**src/hdl/smac_pkg.sv**
```systemverilog
`default_nettype none
package smac_pkg;

   localparam int GRANULE_SHIFT = 3;
   localparam int CNT_W         = 14;

   typedef enum logic [1:0] {
      OP_CHECK  = 2'd0,
      OP_ACCESS = 2'd1,
      OP_DATA   = 2'd2,
      OP_HEAP   = 2'd3
   } opcode_type;

   typedef enum logic [1:0] {
      STS_OK     = 2'd0,
      STS_VIOL   = 2'd1,
      STS_EDGE   = 2'd2,
      STS_REJECT = 2'd3
   } status_type;

   typedef enum logic [2:0] {
      REG_BASE  = 3'd0,
      REG_BYTES = 3'd1,
      REG_EN    = 3'd2,
      REG_DATA  = 3'd3,
      REG_HEAP  = 3'd4
   } reg_index_type;

   typedef enum logic [1:0] {
      CMD_STATUS = 2'd0,
      CMD_CHECK  = 2'd1,
      CMD_FILL   = 2'd2
   } cmd_kind_type;

   typedef enum logic [2:0] {
      ST_CLEAR,
      ST_IDLE,
      ST_CHK_RD,
      ST_CHK_EV,
      ST_FILL,
      ST_ENDTAG,
      ST_DONE
   } state_type;

   typedef struct packed {
      cmd_kind_type     kind;
      status_type       status;
      logic [CNT_W-1:0] cnt;
      logic [2:0]       hi_off;
      logic [7:0]       tag;
      logic             end_en;
      logic [2:0]       end_tag;
   } cmd_type;

   typedef struct packed {
      logic [31:0] base;
      logic [15:0] bytes;
      logic        enable;
      logic [7:0]  data_tag;
      logic [7:0]  heap_tag;
   } cfg_type;

endpackage
`default_nettype wire

```
**src/hdl/smac_queue.sv**
```systemverilog
`default_nettype none
module smac_queue
   import smac_pkg::*;
#(
   parameter int IDX_W = 12
) (
   input  wire logic             clock,
   input  wire logic             reset,
   input  wire logic             push,
   input  wire cmd_type          push_cmd,
   input  wire logic [IDX_W-1:0] push_idx,
   input  wire logic             pop,
   output logic                  full,
   output logic                  empty,
   output cmd_type               head_cmd,
   output logic [IDX_W-1:0]      head_idx
);

   cmd_type          cmd_ff [2];
   logic [IDX_W-1:0] idx_ff [2];
   logic             wp_ff, wp_in, rp_ff, rp_in;
   logic [1:0]       count_ff, count_in;

   always_comb begin
      wp_in    = wp_ff ^ push;
      rp_in    = rp_ff ^ pop;
      count_in = count_ff + {1'b0, push} - {1'b0, pop};
      full     = (count_ff == 2'd2);
      empty    = (count_ff == 2'd0);
      head_cmd = cmd_ff[rp_ff];
      head_idx = idx_ff[rp_ff];
   end

   always_ff @(posedge clock) begin
      if (reset) begin
         wp_ff    <= 1'b0;
         rp_ff    <= 1'b0;
         count_ff <= 2'd0;
      end else begin
         wp_ff    <= wp_in;
         rp_ff    <= rp_in;
         count_ff <= count_in;
      end
      if (push) begin
         cmd_ff[wp_ff] <= push_cmd;
         idx_ff[wp_ff] <= push_idx;
      end
   end

endmodule
`default_nettype wire

```
**config.mk**
```make
export PLATFORM = sky130hd
export DESIGN_NAME = smac_queue
export DESIGN_NICKNAME = d
export VERILOG_FILES = /design/src/hdl/smac_pkg.sv /design/src/hdl/smac_queue.sv
export SDC_FILE = /design/constraint.sdc
export NUM_CORES = 1
export LEC_CHECK = 0
export BUFFER_PORTS_ARGS = -buffer_cell sky130_fd_sc_hd__buf_2
export CORE_UTILIZATION = 45
export DETAILED_ROUTE_END_ITERATION = 8
export PLACE_DENSITY = 0.7
export SETUP_SLACK_MARGIN = 0.3
export SLEW_MARGIN = 20
export SYNTH_ARGS = -nofsm -noshare
export SYNTH_HDL_FRONTEND = slang
export SYNTH_SLANG_ARGS = --single-unit
```
**constraint.sdc**
```tcl
create_clock -name clock -period 2.7 [get_ports clock]
set_input_delay 0.27 -clock clock [delete_from_list [all_inputs] [get_ports clock]]
set_output_delay 0.27 -clock clock [all_outputs]
set_load 0.005 [all_outputs]
```
==> impl_summary.md, run 1 <==
Run status
The flow ran to the end, and the final reports show no timing, DRC or antenna violations.

Power
The internal cell power is 2.63 mW. The power per cell area is approximately 730 nW/µm². The final total power is approximately 3.3 mW.

The leakage power of the design is 1.79 nW. Across the VDD grid, the largest voltage drop is between 0.3 and 0.4 mV. The switching power of the nets is approximately 650 µW.

The switching part of the total is 0.199. The sequential share of power is 0.526. The combinational share of power is 0.118. The clock network fraction of total power is 0.356.

CTS
After clock tree synthesis, the clock-pin slew on the worst setup and hold paths is 90 ps. The maximum buffer depth of the clock tree is 2. The number of buffers inserted by post-CTS setup repair is 0. The number of clock sinks is 94. The clock buffer count from CTS is 9. In this run the number of H-tree levels came out at 3. The count of cells resized by post-cts repair is 0. The cell sitting at the root of the clock tree is a clkbuf_8. The TritonCTS clock tree is yes. The cts-stage hold buffer count is 0. At the later pin of the worst-skew pair, clock insertion delay measures roughly 350 ps.

Cells and area
The count of fill cells added during filler insertion is around 620. With fillers left out, the area of the finished cells amounts to 4470 µm². The share of post-route cells with drive strength above 1 is 0.601. The final net count is around 320.

The count of antenna diodes in the layout is 0. The synthesis-to-layout area growth is 22.6%.

Place
The standard cell area after detailed placement is 4210 µm². The count of buffers from port buffering is 95. The final weighted congestion of routability-driven global placement is roughly 0.62. After legalization and detailed placement, the total HPWL measured roughly 3800 µm.

Logic synthesis
The area fraction in compound gates after synthesis was 0. The combinational family with the most area after synthesis is multiplexers. Sorting the synthesized cells by area gives the leading types as edfxtp_1 74%, mux2_4 16%, buf_12 2.2%. The most used standard cell by instance count after synthesis is edfxtp_1. Counting instances in the post-synthesis netlist gives the leading cell types as 90 x edfxtp_1, 39 x mux2_4, 6 x mux2_2. The largest area contributor in the netlist is edfxtp_1.

The netlist uses 12 different library cells. The number of synthesized register bits is 94. The portion of the post-synthesis area used by sequential elements is 0.763. The count of flip-flops with a built-in enable after synthesis is 90. Of all flip-flops after synthesis, the portion carrying an async set or reset was 0.

The post-synthesis share of cell area spent on xor and xnor gates is 0.00858. Of the post-synthesis cell area, the dominant cell type holds 0.741. The simple-gate share of the synthesized area is 0.00755. The cell area after technology mapping is 3650 µm². The area share of fa/ha/maj cells after synthesis is 0.0137. The number of warnings issued by yosys is 0.

For this run, the leading register cell type out of synthesis is edfxtp_1. Dividing the synthesized area by the synthesized cell count gives between 20 and 25 µm². The synthesized instance count is approximately 160. Synthesis produced a netlist with a net count of 212. After synthesis, the share of cell area in mux cells is 0.179.

Timing
Clock skew on the completed layout was measured at a little over 5 ps. The worst path in the final design needs a cycle of 1920 ps, including I/O delays and setup. The worst pin sits at a relative slew slack of 0.654. Setup repair after global routing left no endpoint under its margin. Summed over all failing endpoints, the final setup total negative slack is 0 ps. The number of endpoints failing setup at the final stage is 0. The number of pins with negative max-slew slack in the final report was 0. The final count of hold timing violations was 0. Based on the critical path, the design can be clocked at up to ~520 MHz. For the pin with the worst max-slew slack, the measured transition is slightly above 500 ps. The post-route clock period utilization is 0.710.

Floorplanning
In this run the core area contains 32 standard-cell rows. The die covers between 8000 and 9000 µm². The initial core utilization is 0.470.

During I/O placement, the number of pins put on the boundary was 96. The floorplan step defined a core boundary enclosing between 7000 and 8000 µm². The die is a little over 90 µm wide. The floorplan die height is roughly 90 µm.

Global route
In the global route stage, overall resource usage came out at 0.141. After global routing the overflow that remains totals 0. The number of global-route vias before repair is ~1700. The first global-routing pass estimated ~8700 µm of wire. Entering global routing, the biggest net connects 30 pins. The number of antenna violations at the first check in global routing is 0.

Detailed routing
Summed over all layers, the routed wires come to about 5600 µm. The sum of routed wire segments on met1 is roughly 2400 µm. In the detailed route, the total length drawn on met3 is roughly 420 µm.

The number of vias after detailed routing is 1727. Using the TritonRoute via totals, the vias-per-cell ratio works out to ~4.6. The top routing layer in use is met4.

In this run, the number of DRC markers left after iteration 0 of detailed routing was 56. The count of nets left with antenna violations once routing finished came out at 0. Dividing the detail-routed wire length by the instance count gives roughly 15 µm. After detailed routing, the met2 layer carries approximately 2700 µm of wire. The detailed-routing iteration count for the pre-antenna-repair pass is 4.

The remaining design rule violation count is 0.

Setup path
The largest single stage delay on the critical path is approximately 430 ps. The data arrival at the endpoint of the critical path is 1650 ps. STA classifies the critical path endpoint as an output port.

Counting both buffers and inverters, the worst setup path holds a total of 2. On the critical path, the stage with the largest delay is an instance of buf_4. Along the worst path, the maximum fanout reaches 29. The worst setup path is launched from a flip-flop. For the worst setup path, the data required time is ~2400 ps. Broken down by cell family, the worst path's largest delay share belongs to buffers and inverters. The critical path goes through buf_4 -> mux2_2 -> buf_2. The setup path with the least slack is of type flip-flop to output port.

Worst hold path
The path class of the lowest-slack min-delay path is input port to flip-flop.

Job
Max-cap violations in this run came to 0.
[power groups by stage]
stage          Sequential (mW)  Combinational, mW  Clock (mW)
6_report                  1.72              0.389        1.17
5_1_grt                   1.73              0.428        1.25
4_1_cts                   1.73              0.398        1.19
3_5_place_dp              1.76              0.395           0
3_3_place_gp              1.75              0.391           0
2_1_floorplan             1.75              0.259           0
[metrics by stage]
| stage | setup WS, ps | cells | utilization | hold WS [ps] |
|---|---|---|---|---|
| final | 782 | 373 | 0.576 | 99.8 |
| after global placement | 1140 | 357 | 0.542 | 457 |
| after detailed placement | 1110 | 357 | 0.542 | 461 |
| after CTS | 749 | 373 | 0.576 | 84.3 |
| after global routing | 695 | 373 | 0.576 | 81.8 |
| after floorplan | 833 | 159 | - | 337 |
[state kept, by name, indices dropped and copies added, names as in the netlist]
name / flops
cmd_ff: 66
idx_ff: 24
count_ff: 2
rp_ff: 1
wp_ff: 1
[path summary, 6_finish.rpt]
check,to,startpoint,slack [ps],cells after the start
setup / recovery,head_cmd[32],rp_ff,780,3
hold / removal,cmd_ff[1][31],push_cmd[31],100,1
hold reg to reg,wp_ff,wp_ff,590,3
setup reg to reg,idx_ff[0][4],wp_ff,1220,3
[cell families after synthesis]
group	after synthesis
flip-flops	94
multiplexers	45
buffers and inverters	8
AND/OR/NAND/NOR	6
adder cells (fa/ha/maj)	4
XOR/XNOR	2
[final cells by class]
cell class,instances,area [µm²],share of cell area
clock inverter,7,136,0.0305
sequential,94,2780,0.623
tap,102,128,0.0285
multi-input combinational,57,767,0.172
inverter,3,11.3,0.00252
clock buffer,9,124,0.0277
timing repair buffer,101,520,0.116
[placed cells by master (no fill, tap or decap)]
| cell | instances |
|---|---|
| xnor3_1 | 1 |
| dfxtp_2 | 1 |
| nor2_1 | 4 |
| ha_1 | 2 |
| clkinv_4 | 1 |
| dfxtp_1 | 3 |
| ha_2 | 2 |
| edfxtp_1 | 90 |
| xnor2_1 | 1 |
| clkbuf_8 | 9 |
| buf_4 | 6 |
| nor2b_1 | 2 |
| mux2_2 | 6 |
| mux2_4 | 39 |
| inv_1 | 3 |
| bufinv_16 | 4 |
| clkinv_1 | 2 |
| buf_2 | 95 |
[metal layers]
metal  up-vias  GRT usage
li1        830          -
met3         3     0.0589
met5         -          0
met2        74      0.223
met4         0     0.0508
met1       820      0.175
(Power assumes the default switching activity.)
==> inputs of run 2 (changes only) <==
==> constraint.sdc (replaced) <==
create_clock -name clock -period 1.93 [get_ports clock]
set_input_delay 0.193 -clock clock [delete_from_list [all_inputs] [get_ports clock]]
set_output_delay 0.193 -clock clock [all_outputs]
set_load 0.005 [all_outputs]
==> run 2 against run 1 <==
Die area stayed put; clock-buffer cell count is 1 higher; clock power down 7%; global-route usage decreased by 0.63 points; via count increased by 2.6%; sequential power increased by 41%; sequential share of layout area rose by 0.056 points; largest cell class unchanged.
==> impl_summary.md, run 2 (synthesis results as in run 1) <==
Place
The count of buffers from port buffering is 95 (unchanged). The number of instances in the placed design came to 355 (was 357). The standard cell area after detailed placement is 4250 µm² (was 4210 µm²). The setup slack after placement is 612 ps (was 1110 ps). The final weighted congestion of routability-driven global placement is 0.669 (was 0.619). The placed wire-length estimate after detailed placement is 3540 µm (was 3780 µm).

Cells and area
The final core area utilization came to 0.576 (unchanged). The count of antenna diodes in the layout is 0 (unchanged). The most common cell after layout, fill and taps aside is buf_2 (unchanged).

The number of non-filler instances in the completed layout is 374 (was 373). The final net count is 320 (was 319). The final cell area excluding filler cells is 4470 µm² (unchanged). The share of post-route cells with drive strength above 1 is 0.599 (was 0.601). The count of fill cells added during filler insertion came to 627 (was 623). The register containing the most flip-flops in the final layout is cmd_ff (unchanged). Largest registers ranked by flip-flop count: cmd_ff x66, idx_ff x24, count_ff x2 (unchanged). Leading cell types in the layout, fill and taps excluded: 95 x buf_2, 90 x edfxtp_1, 39 x mux2_4 (unchanged). The area taken by flip-flops and latches is 2790 µm² (was 2780 µm²). The number of flip-flops in the largest register was 66 (unchanged). The synthesis-to-layout area growth is 22.6% (unchanged). The area used by multi-input combinational logic is 767 µm² (unchanged).

Detailed routing
The number of vias after detailed routing is 1772 (was 1727). The routed wire length is 5530 µm (was 5620 µm). The post-detailed-route wirelength per cell came to 14.8 µm (was 15.1 µm). The detailed-routing iteration count for the pre-antenna-repair pass is 4 (unchanged). The violation count after the first detailed-route iteration is 69 (was 56). The remaining design rule violation count came to 0 (unchanged).

The post-detailed-route count of antenna-violating nets is 0 (unchanged). The post-detailed-route via-to-cell ratio came to 4.74 (was 4.63).

CTS
The maximum buffer depth of the clock tree is 2 (unchanged). The clock buffer count from CTS is 9 (unchanged). The clock root buffer master is clkbuf_8 (unchanged). The clock transition at the register clock pins on the worst setup and hold paths after CTS is 80 ps (was 90 ps). The number of clock sinks is 94 (unchanged).

The TritonCTS clock tree is yes (unchanged). The clock network latency to the later pin of the worst-skew pair is 340 ps (was 350 ps). The maximum level of the CTS H-tree is 3 (unchanged).

Setup path
The startpoint class of the critical path is a flip-flop (unchanged). The data arrival at the endpoint of the critical path is 1420 ps (was 1650 ps). The required time reported for the critical path endpoint is 1740 ps (was 2430 ps). The critical path endpoint category is an output port (unchanged). The maximum fanout along the worst path came to 12 (was 29). The worst setup path startpoint was rp_ff (unchanged).

The category of the most critical setup path is flip-flop to output port (unchanged). The launch point of the worst reg-to-reg path is wp_ff (unchanged).

Timing
The headroom to the max-slew limit is 0.796 (was 0.654). The post-route clock skew is 7.17 ps (was 5.11 ps). The worst path setup slack after routing was 320 ps (was 782 ps). The number of endpoints failing setup at the final stage is 0 (unchanged).

The number of pins with negative max-slew slack in the final report was 0 (unchanged). The slew at the pin with the worst max-slew slack is 306 ps (was 519 ps). The worst hold margin is 32.8 ps (was 99.8 ps). Setup repair after global routing missed its margin: yes (was no). The final sum of negative setup slack is 0 ps (unchanged). The post-route clock period utilization is 0.834. The highest attainable clock frequency is 621 MHz.

The final count of hold timing violations was 0 (unchanged). After layout, the minimum clock period comes to around 1600 ps.

Global route
The number of antenna violations at the first check in global routing is 0 (unchanged). The number of global-route vias before repair is 1736 (was 1748). The global routing usage summed across all routing layers is 0.135 (was 0.141). The total global routing overflow is 0 (unchanged).

The maximum number of pins on one net before global-route repair came to 36 (was 30). The first-pass GRT wire length came to 8340 µm (was 8660 µm).

Run status
Result of the run: finished, final reports clean (unchanged).

Power
The power per cell area was 914 nW/µm² (was 734 nW/µm²). The leakage power of the design came to 1.78 nW (was 1.79 nW). The worst voltage drop across the vdd grid was 0.475 mV (was 0.375 mV).

The final total power is 4.09 mW (was 3.28 mW).

Floorplanning
The cell row count was 32 (unchanged). The boundary pin count was 96 (unchanged). The placeable core region is 7770 µm² (unchanged). The initial core utilization is 0.470 (unchanged).

The area of the die came to 8470 µm² (unchanged). The die outline width is 92.0 µm (unchanged). The floorplan die height is 92.0 µm (unchanged).

Job
The total of max-cap violations came to 0 (unchanged).

Worst hold path
The path class of the lowest-slack min-delay path is input port to flip-flop (unchanged). The start point of the worst min-delay path is push_cmd[25] (was push_cmd[31]).
-- run 2: path summary, 6_finish.rpt --
path / endpoint / slack (ps) / depth (start not counted)
max reg2reg: idx_ff[0][4] / 610 / 3
max: head_idx[11] / 320 / 3
min: cmd_ff[1][25] / 30 / 1
min reg2reg: wp_ff / 580 / 3
-- run 2: final cells by class --
| class | instances | share of cell area |
|---|---|---|
| inverter | 3 | 0.00252 |
| multi-input combinational | 57 | 0.172 |
| sequential | 94 | 0.623 |
| clock inverter | 6 | 0.00840 |
| timing repair buffer | 102 | 0.137 |
| clock buffer | 10 | 0.0285 |
| tap | 102 | 0.0285 |
-- run 2: repair_timing --
action | 4_1_cts | 5_1_grt
resized for setup | 0 | 1
hold buffers | 0 | 0
gates cloned | 0 | 2
pin swaps | 0 | 0
buffers inserted | 0 | 1
endpoints found under the setup margin | 6 | 45
hold endpoints to repair | 0 | 0
-- run 2: worst max-delay path, cell delays in order (launching register included) --
cell     delay [ps]
dfxtp_4         430
buf_12          170
mux2_2          350
buf_2           130
-- run 2: report_power, final --
group | total [mW] | internal (mW) | switching, mW
combinational | 0.580 | 0.346 | 0.234
sequential | 2.42 | 2.38 | 0.0425
clock | 1.09 | 0.464 | 0.623
-- run 2: metal layers --
layer | vias to the layer above | share of wire | global-route usage
li1 | 835 | - | -
met1 | 853 | 0.43 | 0.166
met2 | 76 | 0.47 | 0.209
met3 | 8 | 0.083 | 0.0489
met4 | 0 | 0.012 | 0.0703
met5 | - | 0 | 0
