==> config.mk <==
export PLATFORM = sky130hd
export DESIGN_NAME = smac_front
export DESIGN_NICKNAME = d
export VERILOG_FILES = /design/src/hdl/smac_pkg.sv /design/src/hdl/smac_front.sv
export SDC_FILE = /design/constraint.sdc
export NUM_CORES = 1
export LEC_CHECK = 0
export ABC_CLOCK_PERIOD_IN_PS = 12500
export BUFFER_PORTS_ARGS = -buffer_cell sky130_fd_sc_hd__buf_2
export CAP_MARGIN = 15
export CELL_PAD_IN_SITES_DETAIL_PLACEMENT = 0
export CELL_PAD_IN_SITES_GLOBAL_PLACEMENT = 2
export CORE_MARGIN = 2
export CORE_UTILIZATION = 31
export DETAILED_ROUTE_END_ITERATION = 8
export PLACE_DENSITY = 0.79
export SYNTH_ARGS = -nofsm -noshare
export SYNTH_HDL_FRONTEND = slang
export SYNTH_SLANG_ARGS = --single-unit
==> constraint.sdc <==
create_clock -name vclk -period 12.5
set_input_delay 0.625 -clock vclk [all_inputs]
set_output_delay 0.625 -clock vclk [all_outputs]
set_load 0.03 [all_outputs]
==> src/hdl/smac_pkg.sv <==
`default_nettype none
package smac_pkg;

   localparam int GRANULE_SHIFT = 3;
   localparam int CNT_W         = 14;

   typedef enum logic [1:0] {
      OP_CHECK  = 2'd0,
      OP_ACCESS = 2'd1,
      OP_DATA   = 2'd2,
      OP_HEAP   = 2'd3
   } opcode_type;

   typedef enum logic [1:0] {
      STS_OK     = 2'd0,
      STS_VIOL   = 2'd1,
      STS_EDGE   = 2'd2,
      STS_REJECT = 2'd3
   } status_type;

   typedef enum logic [2:0] {
      REG_BASE  = 3'd0,
      REG_BYTES = 3'd1,
      REG_EN    = 3'd2,
      REG_DATA  = 3'd3,
      REG_HEAP  = 3'd4
   } reg_index_type;

   typedef enum logic [1:0] {
      CMD_STATUS = 2'd0,
      CMD_CHECK  = 2'd1,
      CMD_FILL   = 2'd2
   } cmd_kind_type;

   typedef enum logic [2:0] {
      ST_CLEAR,
      ST_IDLE,
      ST_CHK_RD,
      ST_CHK_EV,
      ST_FILL,
      ST_ENDTAG,
      ST_DONE
   } state_type;

   typedef struct packed {
      cmd_kind_type     kind;
      status_type       status;
      logic [CNT_W-1:0] cnt;
      logic [2:0]       hi_off;
      logic [7:0]       tag;
      logic             end_en;
      logic [2:0]       end_tag;
   } cmd_type;

   typedef struct packed {
      logic [31:0] base;
      logic [15:0] bytes;
      logic        enable;
      logic [7:0]  data_tag;
      logic [7:0]  heap_tag;
   } cfg_type;

endpackage
`default_nettype wire

==> src/hdl/smac_front.sv <==
`default_nettype none
module smac_front
   import smac_pkg::*;
#(
   parameter int SHADOW_ENTRIES = 4096,
   parameter int ADDR_BITS      = 32,
   parameter int IDX_W          = 12
) (
   input  wire cfg_type          cfg,
   input  wire logic [1:0]       opcode,
   input  wire logic [31:0]      addr,
   input  wire logic [15:0]      length,
   output cmd_type               cmd,
   output logic [IDX_W-1:0]      first_idx
);

   localparam logic [63:0] CAP = 64'(SHADOW_ENTRIES) << GRANULE_SHIFT;

   logic [63:0]          eff64;
   logic [ADDR_BITS-1:0] lo, hi, b, e, len_a, endm1, chk_cnt;
   logic                 nonempty, in_win, outside, b_al, e_al, unset;

   always_comb begin
      eff64    = (64'(cfg.bytes) < CAP) ? 64'(cfg.bytes) : CAP;
      lo       = (ADDR_BITS)'(64'(cfg.base)) & ~(ADDR_BITS)'(7);
      hi       = lo + (ADDR_BITS)'(eff64);
      b        = (ADDR_BITS)'(64'(addr));
      len_a    = (ADDR_BITS)'(64'(length));
      e        = b + len_a;
      endm1    = e - (ADDR_BITS)'(1);
      nonempty = b < e;
      in_win   = nonempty && (b >= lo) && (e <= hi);
      outside  = nonempty && ((e <= lo) || (b >= hi));
      b_al     = (b[2:0] == 3'd0);
      e_al     = (e[2:0] == 3'd0);
      unset    = (lo == '0);
      chk_cnt  = (endm1 >> GRANULE_SHIFT) - (b >> GRANULE_SHIFT) + (ADDR_BITS)'(1);
      first_idx = IDX_W'(64'(b - lo) >> GRANULE_SHIFT);

      cmd         = '0;
      cmd.kind    = CMD_STATUS;
      cmd.status  = STS_OK;
      cmd.hi_off  = endm1[2:0];
      cmd.end_tag = e[2:0];
      unique case (opcode_type'(opcode))
         OP_CHECK: begin
            if (!cfg.enable || unset || length == 16'd0 || outside) begin
               cmd.status = STS_OK;
            end else if (!in_win) begin
               cmd.status = STS_EDGE;
            end else begin
               cmd.kind = CMD_CHECK;
               cmd.cnt  = CNT_W'(chk_cnt);
            end
         end
         OP_ACCESS: begin
            if (unset || length == 16'd0) begin
               cmd.status = STS_OK;
            end else if (!in_win || !b_al) begin
               cmd.status = STS_REJECT;
            end else begin
               cmd.kind   = CMD_FILL;
               cmd.cnt    = CNT_W'(length[15:3]);
               cmd.tag    = 8'd0;
               cmd.end_en = !e_al;
            end
         end
         OP_DATA, OP_HEAP: begin
            if (opcode_type'(opcode) == OP_HEAP && unset) begin
               cmd.status = STS_OK;
            end else if (!in_win || !b_al || !e_al) begin
               cmd.status = STS_REJECT;
            end else begin
               cmd.kind = CMD_FILL;
               cmd.cnt  = CNT_W'(length[15:3]);
               cmd.tag  = (opcode_type'(opcode) == OP_HEAP) ? cfg.heap_tag : cfg.data_tag;
            end
         end
         default: cmd.status = STS_OK;
      endcase
   end

endmodule
`default_nettype wire

==> summary.md, run 1 <==
| Metric | Value |
|---|---|
| Outcome | `completed` |
| Placed cell count | `about 1400` |
| Post-Syn Area per Cell | `7.42 sq um` |
| Via count | `7523` |
| Post-synthesis sequential area ratio | `0` |
| CP Data Required Time | `11.88 ns` |
| Mux contribution to synthesized area | `0` |
| CP max-delay cell | `nor4_4` |
| Crit path kind | `input pin to output port` |
| Seq cells | `0` |
| Share of power burned in registers | `0` |
| Post-Syn Instances | `977` |
| IO Port Bufs | `157` |
| # clk buffers | `0` |
| DPL Wire Length | `22300 um` |
| First-pass GRT wire length | `between 30000 and 40000 um` |
| 1st-pass router iterations | `4` |
| Max Cap Viol | `0` |
| Die height | `about 160 um` |
| Area grow syn2layout | `15.2%` |
| Final core occ | `0.367` |
| Starting Density | `0.318` |
| Unrepaired setup endpoints after global routing | `false` |
| Vias in the first global route | `7270` |
| Most area-hungry cell type in the Yosys netlist | `ha_1` |
| Row count | `55` |
| Initial antenna violation count | `0` |
| Gr usage total | `0.199` |
| Mapped Nets | `1296` |
| Clk pwr share | `0` |
| Total I/O pin count | `between 150 and 200` |
| Post-layout minimum cycle time | `7.83 ns` |
| Pleak | `4.16 nW` |
| FF+latch area | `0 sq um` |
| Least-Margin Pin Slew | `0.903 ns` |
| Post-synthesis compound-gate area fraction | `0.251` |
| Max IR drop VDD | `0.0206 mV` |
| Die ar. | `24600 sq um` |
| Hold-fix buffers at CTS | `0` |
| Finished Layout Cells | `1435` |
| Synth cell count leaders | `200 x ha_1, 87 x inv_1, 68 x nor2_1` |
| Largest net degree at the start of global routing | `17` |
| Final ANT Viol Nets | `0` |
| Slowest stage delay, CP | `between 0.8 and 0.9 ns` |
| Setup Fix Bufs, Post-CTS | `0` |
| Delay-heaviest family, CP | `compound AO/OA/AOI/OAI gates` |
| Core area | `22800 sq um` |
| # setup viols final | `0` |
| Main combinational cell family by area after synthesis | `adder cells` |
| Critical Path End Type | `output port` |
| Synth Area in XOR/XNOR | `0.102` |
| Crit Path Max Fanout | `15` |
| Slew Limit Fails | `0` |
| Final setup TNS | `0 ns` |
| Routed WL per cell | `~17 um` |
| Synth Area in Simple Gates | `0.235` |
| PD cells | `around 62 nW/um^2` |
| Final net count | `roughly 1400` |
| Yosys warning total | `0` |
| Int Pwr | `0.000212 W` |
| Synth top area share | `0.345` |
| Sw frac | `0.594` |
| Gp weighted congestion | `around 0.86` |
| Ant diodes | `0` |
| CP Buf/Inv Count | `3` |
| Min-Delay Path Class | `input pin to output port` |
| DIE WIDTH | `157 um` |
| Comb power frac | `1.000` |
| Share of cells above drive strength 1 | `0.159` |
| Synth Area in Adders | `0.356` |
| Top area cells in the synthesized netlist | `ha_1 35%, xnor2_1 7.2%, inv_1 4.5%, a21o_1 4.5%, a21oi_1 4.1%` |
| Yosys cell types | `between 70 and 80` |
| DR DRC count | `0` |
| Critical Path AT | `7.20 ns` |
| Net switching power | `0.000309 W` |
| CP Launch Type | `input pin` |
| Post-CTS sizing | `0` |
| Final hold vios | `0` |
| Slew HR | `0.394` |
| Synthesized area | `a little over 7000 sq um` |
| Final Cycle Share | `0.626` |
| Fmax | `0.128 GHz` |
| Final wirelength | `about 25000 um` |
| Starting DRC count in detailed routing | `337` |
| Most common cell in the netlist | `ha_1` |
| Overflow after GRT | `0` |
| Vias per std cell | `5.24` |
==> layout make-up <==
type | instances | area, sq um
well taps | 313 | 392
multi-input cells | 877 | 6850
fillers | 2557 | 14400
repair buffers | 157 | 786
inverters | 88 | 330
==> worst paths after layout <==
| path | end | cells past startpoint | slack, ns | start |
|---|---|---|---|---|
| worst min-delay path | cmd[8] | 4 | 1.61 | cfg[12] |
| worst max-delay path | cmd[28] | 26 | 4.67 | addr[0] |
==> power by group through the flow <==
| stage | clock (W) | combinational [W] | sequential, W |
|---|---|---|---|
| global placement | 0 | 0.000518 | 0 |
| detailed placement | 0 | 0.000519 | 0 |
| finish | 0 | 0.000521 | 0 |
| CTS | 0 | 0.000524 | 0 |
| floorplan | 0 | 0.000376 | 0 |
| global route | 0 | 0.000591 | 0 |
==> metrics by stage <==
| stage | hold slack (ns) | worst slack, ns | area, sq um | total power, W |
|---|---|---|---|---|
| finish | 1.61 | 4.67 | 8350 | 0.000521 |
| global route | 1.64 | 4.11 | 8350 | 0.000591 |
| CTS | 1.62 | 4.69 | 8350 | 0.000524 |
| detailed placement | 1.62 | 4.73 | 8350 | 0.000519 |
| global placement | 1.61 | 4.65 | 8350 | 0.000518 |
| floorplan | 1.44 | 6.17 | 7250 | 0.000376 |
==> placed cells by master, fill, tap and decap left out, drive strengths merged, types with 3 or more instances in the layout <==
master,n
or3,5
o211ai,11
a31oi,6
buf,157
xnor2,61
and4,4
and3,7
o2111ai,6
nor4,20
a21o,43
o31a,5
ha,200
nor2,68
a41oi,3
nand2,66
nor4b,3
nor3,20
a21boi,4
o21a,8
nand4,33
a21oi,61
a22o,13
fa,4
nand3,39
o221ai,3
and2,11
a211oi,14
o31ai,5
xor2,23
nor2b,26
o21ai,50
a211o,4
inv,88
nand2b,16
or2,3
o21bai,4
a221oi,5
==> cell families (layout without fill, tap and decap cells) <==
logic type / Yosys count / in the layout
xor+xnor: 84 / 84
fa+ha+maj: 204 / 204
compound gates: 263 / 263
simple gates: 326 / 326
buf+inv: 100 / 245
==> metal layers <==
| layer | GRT usage | vias to the layer above | share of wire |
|---|---|---|---|
| li1 | - | 3946 | - |
| met1 | 0.263 | 3406 | 0.47 |
| met2 | 0.368 | 151 | 0.49 |
| met3 | 0.00743 | 20 | 0.032 |
| met4 | 0.0201 | 0 | 0.011 |
| met5 | 0 | - | 0 |
(Power assumes the default switching activity.)
==> run 2: changes to the inputs <==
- ABC_CLOCK_PERIOD_IN_PS: 12500 -> 6310
- CORE_UTILIZATION: 31 -> 29
- PLACE_DENSITY: 0.79 -> 0.78
- clock period: 12.5 -> 6.31 ns (I/O delays scaled with it)
==> run 2 against run 1 <==
Core utilization shrank 1.1 points. Worst setup slack got worse by 4.3 ns. Clock-buffer cell count is the same. Sequential cell count stayed put. Sequential share of layout area did not move. Combinational power is 110% higher. First-iteration DRC count grew 32%. Cell area grew 4.2%. Critical path type unchanged. Die area is 6.7% higher.
==> summary.md, run 2 (synthesis gave the netlist of run 1 again) <==
| Metric | Value |
|---|---|
| Pleak | `4.33 nW` |
| Critical Path AT | `5.64 ns` |
| Most frequent cells in the layout | `198 x ha_1, 154 x buf_2, 87 x inv_1, 67 x nor2_1, 66 x nand2_1` |
| CP Data Required Time | `5.99 ns` |
| Final hold vios | `0` |
| Final Cycle Share | `0.944` |
| Crit Path Max Fanout | `14` |
| Finished Layout Cells | `1474` |
| Final ANT Viol Nets | `0` |
| Worst hold path cell count | `4` |
| Largest net degree at the start of global routing | `15` |
| Design Power | `0.00107 W` |
| Slew Limit Fails | `0` |
| Crit path kind | `input pin to output port` |
| Vias in the first global route | `around 7400` |
| PD cells | `123 nW/um^2` |
| Outcome | `completed` |
| Min-Delay Path Class | `input pin to output port` |
| Via count | `7653` |
| IO Port Bufs | `around 160` |
| Die ar. | `approximately 26000 sq um` |
| Slowest stage delay, CP | `between 0.4 and 0.5 ns` |
| DR DRC count | `0` |
| Post-layout minimum cycle time | `5.96 ns` |
| Total I/O pin count | `160` |
| Area grow syn2layout | `20.0%` |
| Fmax | `0.168 GHz` |
| CP Buf/Inv Count | `6` |
| Critical Path End Type | `output port` |
| CP Depth | `28` |
| Delay-heaviest family, CP | `compound AO/OA/AOI/OAI gates` |
| Met2 wire length | `12500 um` |
| Seq cells | `0` |
| Filler cells | `2699` |
| Starting Density | `0.297` |
| Vias per std cell | `5.19` |
| Final setup TNS | `0 ns` |
| 1st-pass router iterations | `4` |
| Core area | `24500 sq um` |
| Row count | `57` |
| CP max-delay cell | `or3_4` |
| Max Cap Viol | `0` |
| DPL Wire Length | `22800 um` |
| # clk buffers | `0` |
| Final wirelength | `25600 um` |
| Gr usage total | `0.189` |
| Gp weighted congestion | `between 0.8 and 0.9` |
| Initial antenna violation count | `0` |
| CP Launch Type | `input pin` |
| Ant diodes | `0` |
| Max Used Layer | `met4` |
| Min-Delay Startpoint | `cfg[11]` |
| DIE WIDTH | `about 160 um` |
| Multi-input gate area | `6940 sq um` |
| Share of cells above drive strength 1 | `0.192` |
| Max IR drop VDD | `roughly 0.073 mV` |
| FF+latch area | `0 sq um` |
| First-pass GRT wire length | `between 30000 and 40000 um` |
| Final net count | `1471` |
| Routed WL per cell | `17.4 um` |
| Placed cell count | `approximately 1500` |
| CP Launch Point | `addr[0]` |
| Least-Margin Pin Slew | `around 0.7 ns` |
| Most common cell after layout, fill and taps aside | `ha_1` |
| DRT met1 WL | `between 10000 and 15000 um` |
| # setup viols final | `0` |
| Die height | `between 150 and 200 um` |
| Hold slack | `0.992 ns` |
| Slew HR | `0.530` |
| Overflow after GRT | `0` |
| Met3 WL post-DR | `834 um` |
| Starting DRC count in detailed routing | `around 450` |
[run 2: cell types whose count changed in the layout (fill, tap and decap cells not counted), sizes merged]
cell	change
clkbuf	+2
buf	+26
[run 2: power breakdown]
part	total [W]	switching [W]	internal, W
sequential	0	0	0
clock	0	0	0
combinational	0.00107	0.000627	0.000443
total	0.00107	0.000627	0.000443
[run 2: path summary, 6_finish.rpt]
check | endpoint | slack, ns
setup / recovery | cmd[17] | 0.35
hold / removal | cmd[7] | 0.99
[run 2: layer usage]
metal | up-vias | global-route usage
li1 | 3994 | -
met1 | 3495 | 0.252
met2 | 150 | 0.350
met3 | 14 | 0.00715
met4 | 0 | 0.0185
met5 | - | 0
[run 2: layout make-up]
cell class / instances / share of cell area
multi-input combinational: 877 / 0.797
timing repair buffer: 185 / 0.118
tap: 324 / 0.0466
inverter: 88 / 0.0379
[run 2: what timing repair did]
item	in CTS	in global routing
gates cloned	0	0
gates resized for setup	1	26
hold endpoints to repair	0	0
hold buffers	0	0
setup buffers	0	8
endpoints found under the setup margin	10	27
pin swaps	0	14
[run 2: stage by stage]
| stage | area (sq um) | util | worst slack (ns) |
|---|---|---|---|
| 4_1_cts | 8550 | 0.349 | 0.0276 |
| 2_1_floorplan | 7250 | - | 0.602 |
| 3_3_place_gp | 8540 | 0.349 | 0.0387 |
| 5_1_grt | 8700 | 0.356 | -0.0250 |
| 3_5_place_dp | 8540 | 0.349 | 0.00968 |
| 6_report | 8700 | 0.356 | 0.350 |
==> run 3: changes to the inputs <==
- BUFFER_PORTS_ARGS: -buffer_cell sky130_fd_sc_hd__buf_2 -> -buffer_cell sky130_fd_sc_hd__clkbuf_2
==> run 3 against run 2 <==
Cell area about the same. Worst setup slack improved by 0.014 ns. Die area unchanged. Global-route usage increased by 0.15 points. Routed wire length about the same. Critical path type unchanged. Largest power group unchanged. Highest routed layer unchanged.
==> summary.md, run 3 (synthesis gave the netlist of run 1 again) <==
| Metric | Value |
|---|---|
| # clk buffers | `0` |
| DPL Wire Length | `22800 um` |
| CP Data Required Time | `~6 ns` |
| Final Cycle Share | `0.942` |
| Die height | `162 um` |
| PD cells | `roughly 120 nW/um^2` |
| Slew Limit Fails | `0` |
| Outcome | `completed` |
| Worst hold path cell count | `4` |
| Final wirelength | `25600 um` |
| Overflow after GRT | `0` |
| Design Power | `0.00107 W` |
| FF+latch area | `0 sq um` |
| Initial antenna violation count | `0` |
| Min-Delay Path Class | `input pin to output port` |
| # setup viols final | `0` |
| Final net count | `1474` |
| Hold-fix buffers at CTS | `0` |
| Slew HR | `0.543` |
| Row count | `57` |
| DIE WIDTH | `162 um` |
| Final setup TNS | `0 ns` |
| Area grow syn2layout | `20.1%` |
| Least-Margin Pin Slew | `between 0.6 and 0.7 ns` |
| Gr usage total | `0.191` |
| Final setup margin | `~0.36 ns` |
| Placed cell count | `between 1000 and 1500` |
| DR DRC count | `0` |
| First-pass GRT wire length | `40000 um` |
| Final ANT Viol Nets | `0` |
| CP Launch Type | `input pin` |
| Max Cap Viol | `0` |
| Crit path kind | `input pin to output port` |
| Post-layout minimum cycle time | `5.95 ns` |
| Vias per std cell | `5.14` |
| Final hold vios | `0` |
| Hold slack | `0.971 ns` |
| Starting Density | `0.297` |
| Gp weighted congestion | `0.873` |
| Finished Layout Cells | `1477` |
| Share of cells above drive strength 1 | `0.193` |
| Filler cells | `2708` |
| Routed WL per cell | `17.3 um` |
| Critical Path AT | `5.63 ns` |
| Vias in the first global route | `~7500` |
| Setup crit end | `cmd[28]` |
| Die ar. | `26300 sq um` |
| Ant diodes | `0` |
| Critical Path End Type | `output port` |
| Pleak | `around 4.4 nW` |
| Largest net degree at the start of global routing | `16` |
| Starting DRC count in detailed routing | `404` |
| Post-place setup slack | `-0.0626 ns` |
| 1st-pass router iterations | `5` |
| Via count | `7588` |
| Most frequent cells in the layout | `198 x ha_1, 151 x clkbuf_2, 87 x inv_1, 67 x nor2_1, 66 x nand2_1` |
| Crit Path Max Fanout | `8` |
| Total I/O pin count | `160` |
| CP Launch Point | `addr[0]` |
| Fmax | `~0.17 GHz` |
| Core area | `24500 sq um` |
| Most common cell after layout, fill and taps aside | `ha_1` |
| IO Port Bufs | `157` |
| Max IR drop VDD | `0.0452 mV` |
| Seq cells | `0` |
==> run 3: how the worst min path moves through the flow <==
| stage | slack [ns] | endpoint | startpoint |
|---|---|---|---|
| CTS | 0.98 | cmd[11] | cfg[15] |
| global placement | 0.98 | cmd[11] | cfg[15] |
| detailed placement | 0.98 | cmd[11] | cfg[15] |
| floorplan | 0.82 | cmd[3] | opcode[0] |
| finish | 0.97 | cmd[9] | cfg[13] |
| global route | 1.0 | cmd[11] | cfg[15] |
==> run 3: final cells by class <==
type	count	area, sq um	area share
repair buffers	188	1060	0.122
well taps	324	405	0.0465
multi-input cells	877	6920	0.794
inverters	88	330	0.0379
==> run 3: what timing repair did <==
action                                  CTS  global route
buffers inserted                          0             6
endpoints found under the setup margin   14            27
cloned                                    0             1
gates resized for setup                   1            30
pin swaps                                 0            13
==> run 3: metal layers <==
layer	global-route usage	vias to the layer above	routed length, um
met1	0.250	3423	12000
met5	0	-	0
met2	0.348	135	12300
li1	-	4010	-
met3	0.0120	20	825
met4	0.0326	0	516
==> run 3: metrics by stage <==
stage	util	area, sq um
floorplan	-	7250
CTS	0.350	8560
global route	0.356	8710
global placement	0.350	8560
finish	0.356	8710
detailed placement	0.350	8560
==> run 3: power breakdown <==
part           internal (W)  total [W]  switching, W  leakage (nW)
clock                     0          0             0             0
sequential                0          0             0             0
combinational      0.000445    0.00107      0.000630          4.36
total              0.000445    0.00107      0.000630          4.36
==> run 3: critical path, stage by stage <==
cell and delay [ns]:
clkbuf_2 0.10, ha_2 0.20, inv_1 0.07, fa_1 0.21
nor2b_2 0.06, o31a_1 0.32, o31ai_1 0.28, a211oi_1 0.14
o21ai_1 0.23, o21ai_1 0.12, a21o_1 0.18, a21oi_1 0.29
buf_4 0.22, nor3_1 0.06, ha_1 0.36, ha_1 0.32
nand4_1 0.12, nor2_2 0.15, nand4_1 0.12, or3_1 0.40
o221ai_1 0.17, o2111ai_1 0.15, o21bai_4 0.22, nor4_4 0.15
buf_6 0.17, buf_12 0.13, and3_1 0.16, clkbuf_4 0.19
